[src/rtl/tts_pkg.sv]
`timescale 1ns / 1ps

package tts_pkg;

	localparam int HANDLE_W    = 16;
	localparam int TICKS_W     = 29;
	localparam int MS_W        = 32;
	localparam int PEND_W      = 8;
	localparam int SLOT_OUT_W  = 5;
	localparam int MAX_RESULTS = 16;
	localparam int CNT_W       = 5;

	// Division by ten of a 32-bit value: floor(x * RECIP_10 / 2^RECIP_SHIFT).
	localparam logic [MS_W-1:0] RECIP_10    = 32'hCCCC_CCCD;
	localparam int              RECIP_SHIFT = 35;
	localparam int              PROD_W      = 2 * MS_W;

	localparam logic [PEND_W-1:0] PEND_MAX = '1;

	typedef enum logic [1:0] {
		CMD_ADD      = 2'd0,
		CMD_DELETE   = 2'd1,
		CMD_TICK     = 2'd2,
		CMD_DISPATCH = 2'd3
	} command_t;

	typedef enum logic [2:0] {
		ST_ADDED       = 3'd0,
		ST_FULL        = 3'd1,
		ST_DELETED     = 3'd2,
		ST_BAD_SLOT    = 3'd3,
		ST_TICK_DONE   = 3'd4,
		ST_RUN         = 3'd5,
		ST_NONE_READY  = 3'd6,
		ST_ZERO_HANDLE = 3'd7
	} status_t;

	typedef enum logic [2:0] {
		S_IDLE,
		S_ADD_MD,
		S_ADD_MP,
		S_ADD_SRCH,
		S_TICK,
		S_DSP,
		S_EMIT
	} state_t;

	typedef struct packed {
		logic [HANDLE_W-1:0] handle;
		logic [TICKS_W-1:0]  delay;
		logic [TICKS_W-1:0]  period;
		logic [PEND_W-1:0]   pending;
	} entry_t;

endpackage

[src/rtl/tts_ifs.sv]
`timescale 1ns / 1ps

interface tts_cmd_if;
	logic        valid;
	logic        ready;
	logic [1:0]  command;
	logic [15:0] task_handle;
	logic [31:0] delay_ms;
	logic [31:0] period_ms;
	logic [7:0]  slot_number;

	modport source(output valid, command, task_handle, delay_ms, period_ms, slot_number,
		input ready);
	modport sink(input valid, command, task_handle, delay_ms, period_ms, slot_number,
		output ready);
endinterface

interface tts_res_if;
	logic        valid;
	logic        ready;
	logic [2:0]  status;
	logic [4:0]  slot_index;
	logic [15:0] run_handle;
	logic        last;

	modport source(output valid, status, slot_index, run_handle, last, input ready);
	modport sink(input valid, status, slot_index, run_handle, last, output ready);
endinterface

[src/rtl/tick_task_scheduler_table_unit.sv]
`timescale 1ns / 1ps
// Tick-driven task scheduler table.
// Commands arrive on cmd (valid/ready); every beat there yields one or more
// result beats on res, the final one of each command marked by last.
// Add, delete, tick and dispatch work on a table of NUM_SLOTS slots kept in
// a single-port-write memory with a registered read; a bit per slot marks it
// occupied, so reset empties the table at once and needs no clearing pass.
// One command is in progress at a time; cmd.ready is high only when idle.
// Delete and a zero-handle add are answered from idle without a walk.
// An add walks from slot 0 to the first free slot, or all slots when full;
// tick walks every slot, one slot read-modify-written per cycle; dispatch
// walks the slots and may stop early at MAX_RESULTS run results.
// Before its walk, an add uses the shared 32x32 multiplier that divides
// the delay and then the period by ten.
// Results leave through an output register, so the next command is taken
// while a finished result waits. When res.ready stays low, a walk that must
// hand over another result pauses on the current slot until the beat goes.
// Reset (arst_n low) empties all slots and drops any pending result.

module tick_task_scheduler_table_unit #(
	parameter int NUM_SLOTS = 16
) (
	input  logic      clk,
	input  logic      arst_n,
	tts_cmd_if.sink   cmd,
	tts_res_if.source res
);

	localparam int IW = (NUM_SLOTS > 1) ? $clog2(NUM_SLOTS) : 1;
	localparam int SW = $clog2(NUM_SLOTS + 1);

	typedef struct packed {
		tts_pkg::status_t             status;
		logic [SW-1:0]                slot;
		logic [tts_pkg::HANDLE_W-1:0] handle;
	} result_t;

	typedef struct packed {
		logic    ld;
		result_t r;
		logic    last;
	} out_ctl_t;

	tts_pkg::state_t state_q, state_nxt;

	tts_pkg::entry_t slot_mem_q [NUM_SLOTS];
	tts_pkg::entry_t rd_s1;
	logic [NUM_SLOTS-1:0] valid_q;

	logic [IW-1:0] idx_q;
	logic [IW-1:0] rd_addr;
	logic          idx_last;

	logic [tts_pkg::HANDLE_W-1:0] handle_q;
	logic [tts_pkg::MS_W-1:0]     dly_in_q;
	logic [tts_pkg::MS_W-1:0]     per_in_q;
	logic [tts_pkg::PROD_W-1:0]   prod_q;
	logic [tts_pkg::TICKS_W-1:0]  dq_q;
	logic [tts_pkg::TICKS_W-1:0]  quot;

	result_t                 pend_q;
	logic                    held_q;
	logic [tts_pkg::CNT_W-1:0] cnt_q;

	logic                         out_valid_q;
	result_t                      out_q;
	logic                         out_last_q;
	logic                         out_free;

	tts_pkg::command_t cmd_code;
	tts_pkg::entry_t   cur;
	logic              acc;

	// Control from the datapath control block.
	logic            adv;
	logic            walk_done;
	logic            add_found;
	logic            wr_en;
	tts_pkg::entry_t wr_data;
	logic            vset, vclr;
	logic [IW-1:0]   vaddr;
	logic            pend_ld;
	result_t         pend_nxt;
	out_ctl_t        octl;

	assign cmd_code = tts_pkg::command_t'(cmd.command);
	assign acc      = cmd.valid && cmd.ready;
	assign cmd.ready = (state_q == tts_pkg::S_IDLE);
	assign out_free  = !out_valid_q || res.ready;
	assign idx_last  = (idx_q == IW'(NUM_SLOTS - 1));
	assign cur       = valid_q[idx_q] ? rd_s1 : '0;
	assign quot      = prod_q[tts_pkg::RECIP_SHIFT +: tts_pkg::TICKS_W];

	// Next state.
	always_comb begin
		state_nxt = state_q;
		unique case (state_q)
			tts_pkg::S_IDLE: begin
				if (acc) begin
					unique case (cmd_code)
						tts_pkg::CMD_ADD:
							state_nxt = (cmd.task_handle == '0) ? tts_pkg::S_EMIT
								: tts_pkg::S_ADD_MD;
						tts_pkg::CMD_DELETE:   state_nxt = tts_pkg::S_EMIT;
						tts_pkg::CMD_TICK:     state_nxt = tts_pkg::S_TICK;
						tts_pkg::CMD_DISPATCH: state_nxt = tts_pkg::S_DSP;
						default:               state_nxt = tts_pkg::S_IDLE;
					endcase
				end
			end
			tts_pkg::S_ADD_MD: state_nxt = tts_pkg::S_ADD_MP;
			tts_pkg::S_ADD_MP: state_nxt = tts_pkg::S_ADD_SRCH;
			tts_pkg::S_ADD_SRCH: begin
				if (add_found && out_free)
					state_nxt = tts_pkg::S_IDLE;
				else if (walk_done)
					state_nxt = tts_pkg::S_EMIT;
			end
			tts_pkg::S_TICK,
			tts_pkg::S_DSP: begin
				if (walk_done)
					state_nxt = tts_pkg::S_EMIT;
			end
			tts_pkg::S_EMIT: begin
				if (out_free)
					state_nxt = tts_pkg::S_IDLE;
			end
			default: state_nxt = tts_pkg::S_IDLE;
		endcase
	end

	// Datapath control.
	always_comb begin
		adv       = 1'b0;
		walk_done = 1'b0;
		add_found = 1'b0;
		wr_en     = 1'b0;
		wr_data   = cur;
		vset      = 1'b0;
		vclr      = 1'b0;
		vaddr     = idx_q;
		pend_ld   = 1'b0;
		pend_nxt  = '{status: tts_pkg::ST_TICK_DONE, slot: SW'(NUM_SLOTS), handle: '0};
		octl      = '{ld: 1'b0, r: pend_q, last: 1'b1};
		rd_addr   = '0;

		unique case (state_q)
			tts_pkg::S_IDLE: begin
				if (acc) begin
					unique case (cmd_code)
						tts_pkg::CMD_ADD: begin
							pend_ld         = 1'b1;
							pend_nxt.status = tts_pkg::ST_ZERO_HANDLE;
						end
						tts_pkg::CMD_DELETE: begin
							pend_ld = 1'b1;
							if (32'(cmd.slot_number) >= NUM_SLOTS) begin
								pend_nxt.status = tts_pkg::ST_BAD_SLOT;
							end else begin
								pend_nxt.status = tts_pkg::ST_DELETED;
								pend_nxt.slot   = SW'(cmd.slot_number);
								vclr            = 1'b1;
								vaddr           = IW'(cmd.slot_number);
							end
						end
						default: ;
					endcase
				end
			end
			tts_pkg::S_ADD_SRCH: begin
				if (!valid_q[idx_q]) begin
					add_found = 1'b1;
					if (out_free) begin
						wr_en   = 1'b1;
						wr_data = '{handle: handle_q, delay: dq_q, period: quot, pending: '0};
						vset    = 1'b1;
						octl    = '{ld: 1'b1,
							r: '{status: tts_pkg::ST_ADDED, slot: SW'(idx_q), handle: '0},
							last: 1'b1};
					end
				end else begin
					adv = 1'b1;
					if (idx_last) begin
						walk_done       = 1'b1;
						pend_ld         = 1'b1;
						pend_nxt.status = tts_pkg::ST_FULL;
					end
				end
			end
			tts_pkg::S_TICK: begin
				adv   = 1'b1;
				wr_en = valid_q[idx_q];
				if (cur.delay == '0) begin
					if (cur.pending != tts_pkg::PEND_MAX)
						wr_data.pending = cur.pending + 1'b1;
					if (cur.period != '0)
						wr_data.delay = cur.period;
				end else begin
					wr_data.delay = cur.delay - 1'b1;
				end
				if (idx_last) begin
					walk_done = 1'b1;
					pend_ld   = 1'b1;
				end
				rd_addr = idx_last ? '0 : idx_q + 1'b1;
			end
			tts_pkg::S_DSP: begin
				// The previous run result is held back until the next one is found,
				// so that the final beat can carry last.
				adv = !(cur.pending != '0 && held_q && !out_free);
				if (adv && cur.pending != '0) begin
					octl    = '{ld: held_q, r: pend_q, last: 1'b0};
					pend_ld = 1'b1;
					pend_nxt = '{status: tts_pkg::ST_RUN, slot: SW'(idx_q), handle: cur.handle};
					if (cur.period == '0) begin
						vclr = 1'b1;
					end else begin
						wr_en           = 1'b1;
						wr_data.pending = cur.pending - 1'b1;
					end
					if (idx_last || (cnt_q + 1'b1 == tts_pkg::CNT_W'(tts_pkg::MAX_RESULTS)))
						walk_done = 1'b1;
				end else if (adv && idx_last) begin
					walk_done = 1'b1;
					if (!held_q) begin
						pend_ld         = 1'b1;
						pend_nxt.status = tts_pkg::ST_NONE_READY;
					end
				end
				if (walk_done)
					rd_addr = '0;
				else if (adv)
					rd_addr = idx_q + 1'b1;
				else
					rd_addr = idx_q;
			end
			tts_pkg::S_EMIT: begin
				octl = '{ld: out_free, r: pend_q, last: 1'b1};
			end
			default: ;
		endcase
	end

	always_ff @(posedge clk or negedge arst_n) begin
		if (!arst_n) begin
			state_q <= tts_pkg::S_IDLE;
		end else begin
			state_q <= state_nxt;
		end
	end

	// Slot memory: one write port, one registered read port.
	always_ff @(posedge clk) begin
		if (wr_en)
			slot_mem_q[idx_q] <= wr_data;
		rd_s1 <= slot_mem_q[rd_addr];
	end

	always_ff @(posedge clk or negedge arst_n) begin
		if (!arst_n) begin
			valid_q <= '0;
		end else begin
			if (vset)
				valid_q[vaddr] <= 1'b1;
			else if (vclr)
				valid_q[vaddr] <= 1'b0;
		end
	end

	always_ff @(posedge clk or negedge arst_n) begin
		if (!arst_n) begin
			idx_q  <= '0;
			held_q <= 1'b0;
			cnt_q  <= '0;
		end else begin
			if (state_q == tts_pkg::S_IDLE || state_q == tts_pkg::S_ADD_MD) begin
				idx_q  <= '0;
				held_q <= 1'b0;
				cnt_q  <= '0;
			end else if (adv && !walk_done) begin
				idx_q <= idx_q + 1'b1;
			end
			if (state_q == tts_pkg::S_DSP && pend_ld && pend_nxt.status == tts_pkg::ST_RUN) begin
				held_q <= 1'b1;
				cnt_q  <= cnt_q + 1'b1;
			end
		end
	end

	// Command capture, shared multiplier (delay first, then period) and pending result.
	always_ff @(posedge clk) begin
		if (acc) begin
			handle_q <= cmd.task_handle;
			dly_in_q <= cmd.delay_ms;
			per_in_q <= cmd.period_ms;
		end
		if (state_q == tts_pkg::S_ADD_MD || state_q == tts_pkg::S_ADD_MP)
			prod_q <= tts_pkg::PROD_W'(state_q == tts_pkg::S_ADD_MD ? dly_in_q : per_in_q)
				* tts_pkg::PROD_W'(tts_pkg::RECIP_10);
		if (state_q == tts_pkg::S_ADD_MP)
			dq_q <= quot;
		if (pend_ld)
			pend_q <= pend_nxt;
	end

	always_ff @(posedge clk or negedge arst_n) begin
		if (!arst_n) begin
			out_valid_q <= 1'b0;
		end else if (octl.ld) begin
			out_valid_q <= 1'b1;
		end else if (res.ready) begin
			out_valid_q <= 1'b0;
		end
	end

	always_ff @(posedge clk) begin
		if (octl.ld) begin
			out_q      <= octl.r;
			out_last_q <= octl.last;
		end
	end

	assign res.valid      = out_valid_q;
	assign res.status     = out_q.status;
	assign res.slot_index = tts_pkg::SLOT_OUT_W'(out_q.slot);
	assign res.run_handle = out_q.handle;
	assign res.last       = out_last_q;

	a_busy_after_accept: assert property (@(posedge clk) disable iff (!arst_n)
		acc |=> state_q != tts_pkg::S_IDLE)
		else $error("command accepted but sequencer stayed idle");

	a_run_has_handle: assert property (@(posedge clk) disable iff (!arst_n)
		(out_valid_q && out_q.status == tts_pkg::ST_RUN) |-> out_q.handle != '0)
		else $error("run result carries an empty handle");

	a_handle_only_on_run: assert property (@(posedge clk) disable iff (!arst_n)
		(out_valid_q && out_q.status != tts_pkg::ST_RUN) |-> out_q.handle == '0)
		else $error("non-run result carries a handle");

	a_run_count_bound: assert property (@(posedge clk) disable iff (!arst_n)
		cnt_q <= tts_pkg::CNT_W'(tts_pkg::MAX_RESULTS))
		else $error("dispatch emitted more run results than allowed");

endmodule
[src/flat_wrapper.sv]
// flat-port wrapper written by rule: the top's interface ports become plain ports
module tick_task_scheduler_table_unit_flat 
#(
	parameter int NUM_SLOTS = 16
)
  (clk, arst_n, cmd_valid, cmd_command, cmd_task_handle, cmd_delay_ms, cmd_period_ms, cmd_slot_number, cmd_ready, res_valid, res_status, res_slot_index, res_run_handle, res_last, res_ready);
  tts_cmd_if cmd_i ();
  tts_res_if res_i ();
  input  logic clk;
  input  logic arst_n;
  input wire logic [$bits(cmd_i.valid)-1:0] cmd_valid;
  input wire logic [$bits(cmd_i.command)-1:0] cmd_command;
  input wire logic [$bits(cmd_i.task_handle)-1:0] cmd_task_handle;
  input wire logic [$bits(cmd_i.delay_ms)-1:0] cmd_delay_ms;
  input wire logic [$bits(cmd_i.period_ms)-1:0] cmd_period_ms;
  input wire logic [$bits(cmd_i.slot_number)-1:0] cmd_slot_number;
  output wire logic [$bits(cmd_i.ready)-1:0] cmd_ready;
  output wire logic [$bits(res_i.valid)-1:0] res_valid;
  output wire logic [$bits(res_i.status)-1:0] res_status;
  output wire logic [$bits(res_i.slot_index)-1:0] res_slot_index;
  output wire logic [$bits(res_i.run_handle)-1:0] res_run_handle;
  output wire logic [$bits(res_i.last)-1:0] res_last;
  input wire logic [$bits(res_i.ready)-1:0] res_ready;
  assign cmd_i.valid = cmd_valid;
  assign cmd_i.command = cmd_command;
  assign cmd_i.task_handle = cmd_task_handle;
  assign cmd_i.delay_ms = cmd_delay_ms;
  assign cmd_i.period_ms = cmd_period_ms;
  assign cmd_i.slot_number = cmd_slot_number;
  assign cmd_ready = cmd_i.ready;
  assign res_valid = res_i.valid;
  assign res_status = res_i.status;
  assign res_slot_index = res_i.slot_index;
  assign res_run_handle = res_i.run_handle;
  assign res_last = res_i.last;
  assign res_i.ready = res_ready;
  tick_task_scheduler_table_unit #(.NUM_SLOTS(NUM_SLOTS)) u_core (.clk(clk), .arst_n(arst_n), .cmd(cmd_i), .res(res_i));
endmodule
[config.mk]
export PLATFORM = sky130hd
export DESIGN_NAME = tick_task_scheduler_table_unit_flat
export DESIGN_NICKNAME = d
export VERILOG_FILES = /design/src/rtl/tts_pkg.sv /design/src/rtl/tts_ifs.sv /design/src/rtl/tick_task_scheduler_table_unit.sv /design/src/flat_wrapper.sv
export SDC_FILE = /design/constraint.sdc
export NUM_CORES = 2
export LEC_CHECK = 0
export ABC_AREA = 0
export BUFFER_PORTS_ARGS = -buffer_cell sky130_fd_sc_hd__buf_4
export CAP_MARGIN = 30
export CORE_MARGIN = 2
export CORE_UTILIZATION = 64
export CTS_CLUSTER_DIAMETER = 100
export CTS_CLUSTER_SIZE = 10
export DETAILED_ROUTE_END_ITERATION = 8
export HOLD_SLACK_MARGIN = 0.08
export PLACE_DENSITY = 0.81
export SYNTH_ARGS = -nofsm -noshare
export SYNTH_HDL_FRONTEND = slang
export SYNTH_SLANG_ARGS = --single-unit
[constraint.sdc]
create_clock -name clk -period 14.1 [get_ports clk]
set_input_delay 1.41 -clock clk [delete_from_list [all_inputs] [get_ports clk]]
set_output_delay 1.41 -clock clk [all_outputs]
set_load 0.03 [all_outputs]
==> impl_metrics.tcl <==
set metrics [dict create \
    drtPass1Iterations 9 \
    drt-initial-drc-count 7004 \
    fin_crit_sh_pct 69.0 \
    clock-root-buffer "clkbuf_16" \
    drt-vias-per-instance 6.51 \
    min_from "u_core.prod_q[56]" \
    r2r_setup_slack_ns 4.37 \
    yosysTopAreaCellShare_pct 56.4 \
    final-hold-violation-count 0 \
    worst_slew_margin_rel_pct 17.8 \
    die_h_um 357 \
    syn_area_um2 79900 \
    synthesis.nets 6755 \
    cts_tree "built" \
    clkSlewWorstSetupHoldPaths_ns 0.07 \
    hold_path_end "u_core.dq_q[21]" \
    synth-seq-area-share_pct 59.3 \
    yosys_register_bits 1611 \
    num_vias 50800 \
    dp_hpwl_mm 130 \
    synth.distinct_cells 83 \
    fp.dieW_um 357 \
    synth-edff-count 1499 \
    min_path_type "register to register" \
    final_cell_mix "edfxtp_1, nand2_1, inv_1" \
    grt_pass1_vias 50800 \
    ctsHoldBuffers 0 \
    period_needed_ns 9.73 \
    async_flop_share_pct 1.86 \
    postCtsSetupBuffers 0 \
    rsz0062_at_grt "no" \
    status "complete, but fails checks" \
    dieArea_um2 128000 \
    syn_inst 5928 \
    syn2layout_area_growth_pct 10.3 \
    synth_ff_type "edfxtp_1" \
    numPortBuffers 120 \
    rows 129 \
    worstPathArrival_ns 10.24 \
    fmax_mhz 103 \
    synth_area_leaders "edfxtp_1, fa_1, ha_1" \
    setup_viol 0 \
    wl_per_cell_um 27.2 \
    drv_slew 0 \
    cp_max_fo 44 \
    drive_gt1_share_pct 8.35 \
    holdPathStages 0 \
    ctsResizeCount 0 \
    cts_made_buffers 179 \
    crit_type "register to register" \
    end_kind "register" \
    violations "DRC" \
    final_common_cell "edfxtp_1" \
    avgSynthCellArea_um2 13.5 \
    initial_utilization_pct 64.5 \
    diodes 0 \
    regToRegEndpoint "u_core.prod_q[55]" \
    worstRegToRegCells 27 \
    timing.max_cap.violations 0 \
    ant_nets 0 \
    grt_antenna_before_repair 6 \
    grt_pass1_wl_mm 315 \
    worst_pin_slew_ns 1.23 \
    track_usage_pct 33.5 \
    core_um2 124000 \
    grt_max_degree 215 \
    startpoint_type "register" \
    finalClockSkew_ns 0.0854 \
    synth_top_cell_by_area "edfxtp_1" \
    required_ns 14.61 \
    yosysWarnings 0 \
    place.gp.congestion 0.977 \
    drc 4 \
    cts_sinks 1611 \
    overflow 0 \
    insertion_delay_ns 0.83 \
    tns_ns 0 \
    cts_buffer_depth 3 \
    drt-total-wl_mm 213 \
    cts.htree.levels 4 \
    final_nets 6862 \
    pin_count 121 \
    r2r-start "u_core.state_q[0]" \
]
[synth_stat cells, drive strengths merged, types with 4 or more instances]
| library cell | number |
|---|---|
| ha | 348 |
| inv | 565 |
| o31ai | 10 |
| o21bai | 8 |
| and3 | 34 |
| a32oi | 87 |
| nand3 | 211 |
| a22o | 49 |
| a311oi | 6 |
| mux2i | 264 |
| a21o | 37 |
| xnor2 | 48 |
| mux4 | 4 |
| fa | 385 |
| nor3 | 39 |
| xor2 | 46 |
| o2111ai | 5 |
| mux2 | 54 |
| a221oi | 5 |
| or3 | 14 |
| and2 | 11 |
| clkbuf | 192 |
| nor2 | 104 |
| nor2b | 36 |
| nand2b | 21 |
| o22ai | 5 |
| nor4 | 22 |
| a2111oi | 4 |
| edfxtp | 1499 |
| or2 | 6 |
| o311ai | 5 |
| a31oi | 16 |
| nand2 | 704 |
| o211ai | 5 |
| a22oi | 96 |
| a221o | 172 |
| buf | 101 |
| o21ai | 106 |
| dfrtp | 30 |
| o21a | 9 |
| a211oi | 8 |
| nand4 | 16 |
| a21oi | 428 |
| dfxtp | 82 |
[kinds of logic after synthesis]
kind of cell    after synthesis  share of synthesized area, %
compound gates             1079                          9.31
xor+xnor                     94                          1.03
fa+ha+maj                   733                          15.1
buf+inv                     858                          4.22
flops                      1611                          59.3
mux                         322                          4.19
simple gates               1231                          6.80
[layer usage]
layer / up-vias / GRT usage [%] / share of wire (%)
met2: 3299 / 52.8 / 47
met3: 555 / 7.20 / 11
met5: - / 0 / 0.032
met4: 10 / 13.1 / 4.0
li1: 21900 / - / -
met1: 25100 / 46.1 / 38
[metrics by stage]
step                      worst slack (ns)  std cells  hold WS [ns]  utilization, %  area (um^2)
after detailed placement              4.60       7485         0.447            66.7        82600
after global placement                4.79       7478         0.443            66.7        82500
after global routing                  3.93       7814         0.455            71.1        88100
after CTS                             4.52       7808         0.432            71.1        88000
after floorplan                       4.37       5928         0.426               -        79900
final                                 4.37       7814         0.445            71.1        88100
[worst max-delay path by stage]
stage,endpoint,from,cells past startpoint
5_1_grt,u_core.prod_q[55],u_core.state_q[0],27
4_1_cts,u_core.prod_q[55],u_core.state_q[0],27
3_5_place_dp,u_core.prod_q[55],u_core.state_q[0],27
6_report,u_core.prod_q[55],u_core.state_q[0],27
2_1_floorplan,u_core.slot_mem_q[0][0],u_core.idx_q[0],15
3_3_place_gp,u_core.prod_q[55],u_core.state_q[0],28
[worst max-delay path, cell delays in order, from the launching register on]
cell,delay (ns)
dfrtp_1,0.33
buf_4,0.32
nor3b_2,0.23
buf_4,0.55
mux2i_1,0.47
inv_1,0.19
ha_1,0.45
xor2_1,0.55
xor2_1,0.22
fa_1,0.46
fa_1,0.61
fa_1,0.46
fa_1,0.46
fa_1,0.49
inv_1,0.05
fa_1,0.47
inv_1,0.04
ha_1,0.35
nand3_1,0.14
or2_2,0.33
or3_1,0.39
nor4_1,0.30
o21ai_1,0.22
nand3_1,0.23
nand3_1,0.21
a21oi_1,0.44
or2_2,0.20
o311ai_0,0.13
[registers in the layout (all words and copies together), names as in the netlist, 4 cells and up, named ones only]
signal and cells:
u_core.cnt_q 5, u_core.dly_in_q 32, u_core.handle_q 16, u_core.slot_mem_q 1312
u_core.idx_q 4, u_core.dq_q 29, u_core.prod_q 29, u_core.res.run_handle 16
u_core.per_in_q 32, u_core.pend_q 24, u_core.res.slot_index 5, u_core.rd_s1 82
[area by class of cell]
cell class | count | area [um^2]
Fill cell | 7813 | 35700
Clock buffer | 307 | 4960
Clock inverter | 16 | 405
Sequential cell | 1611 | 47400
Inverter | 565 | 2120
Tap cell | 1637 | 2050
Timing Repair Buffer | 219 | 1820
Multi-Input combinational cell | 3459 | 29300
Power is left out: the tool's default activity adds up to more than one toggle a clock period on the data nets, which glitch-free logic cannot reach.
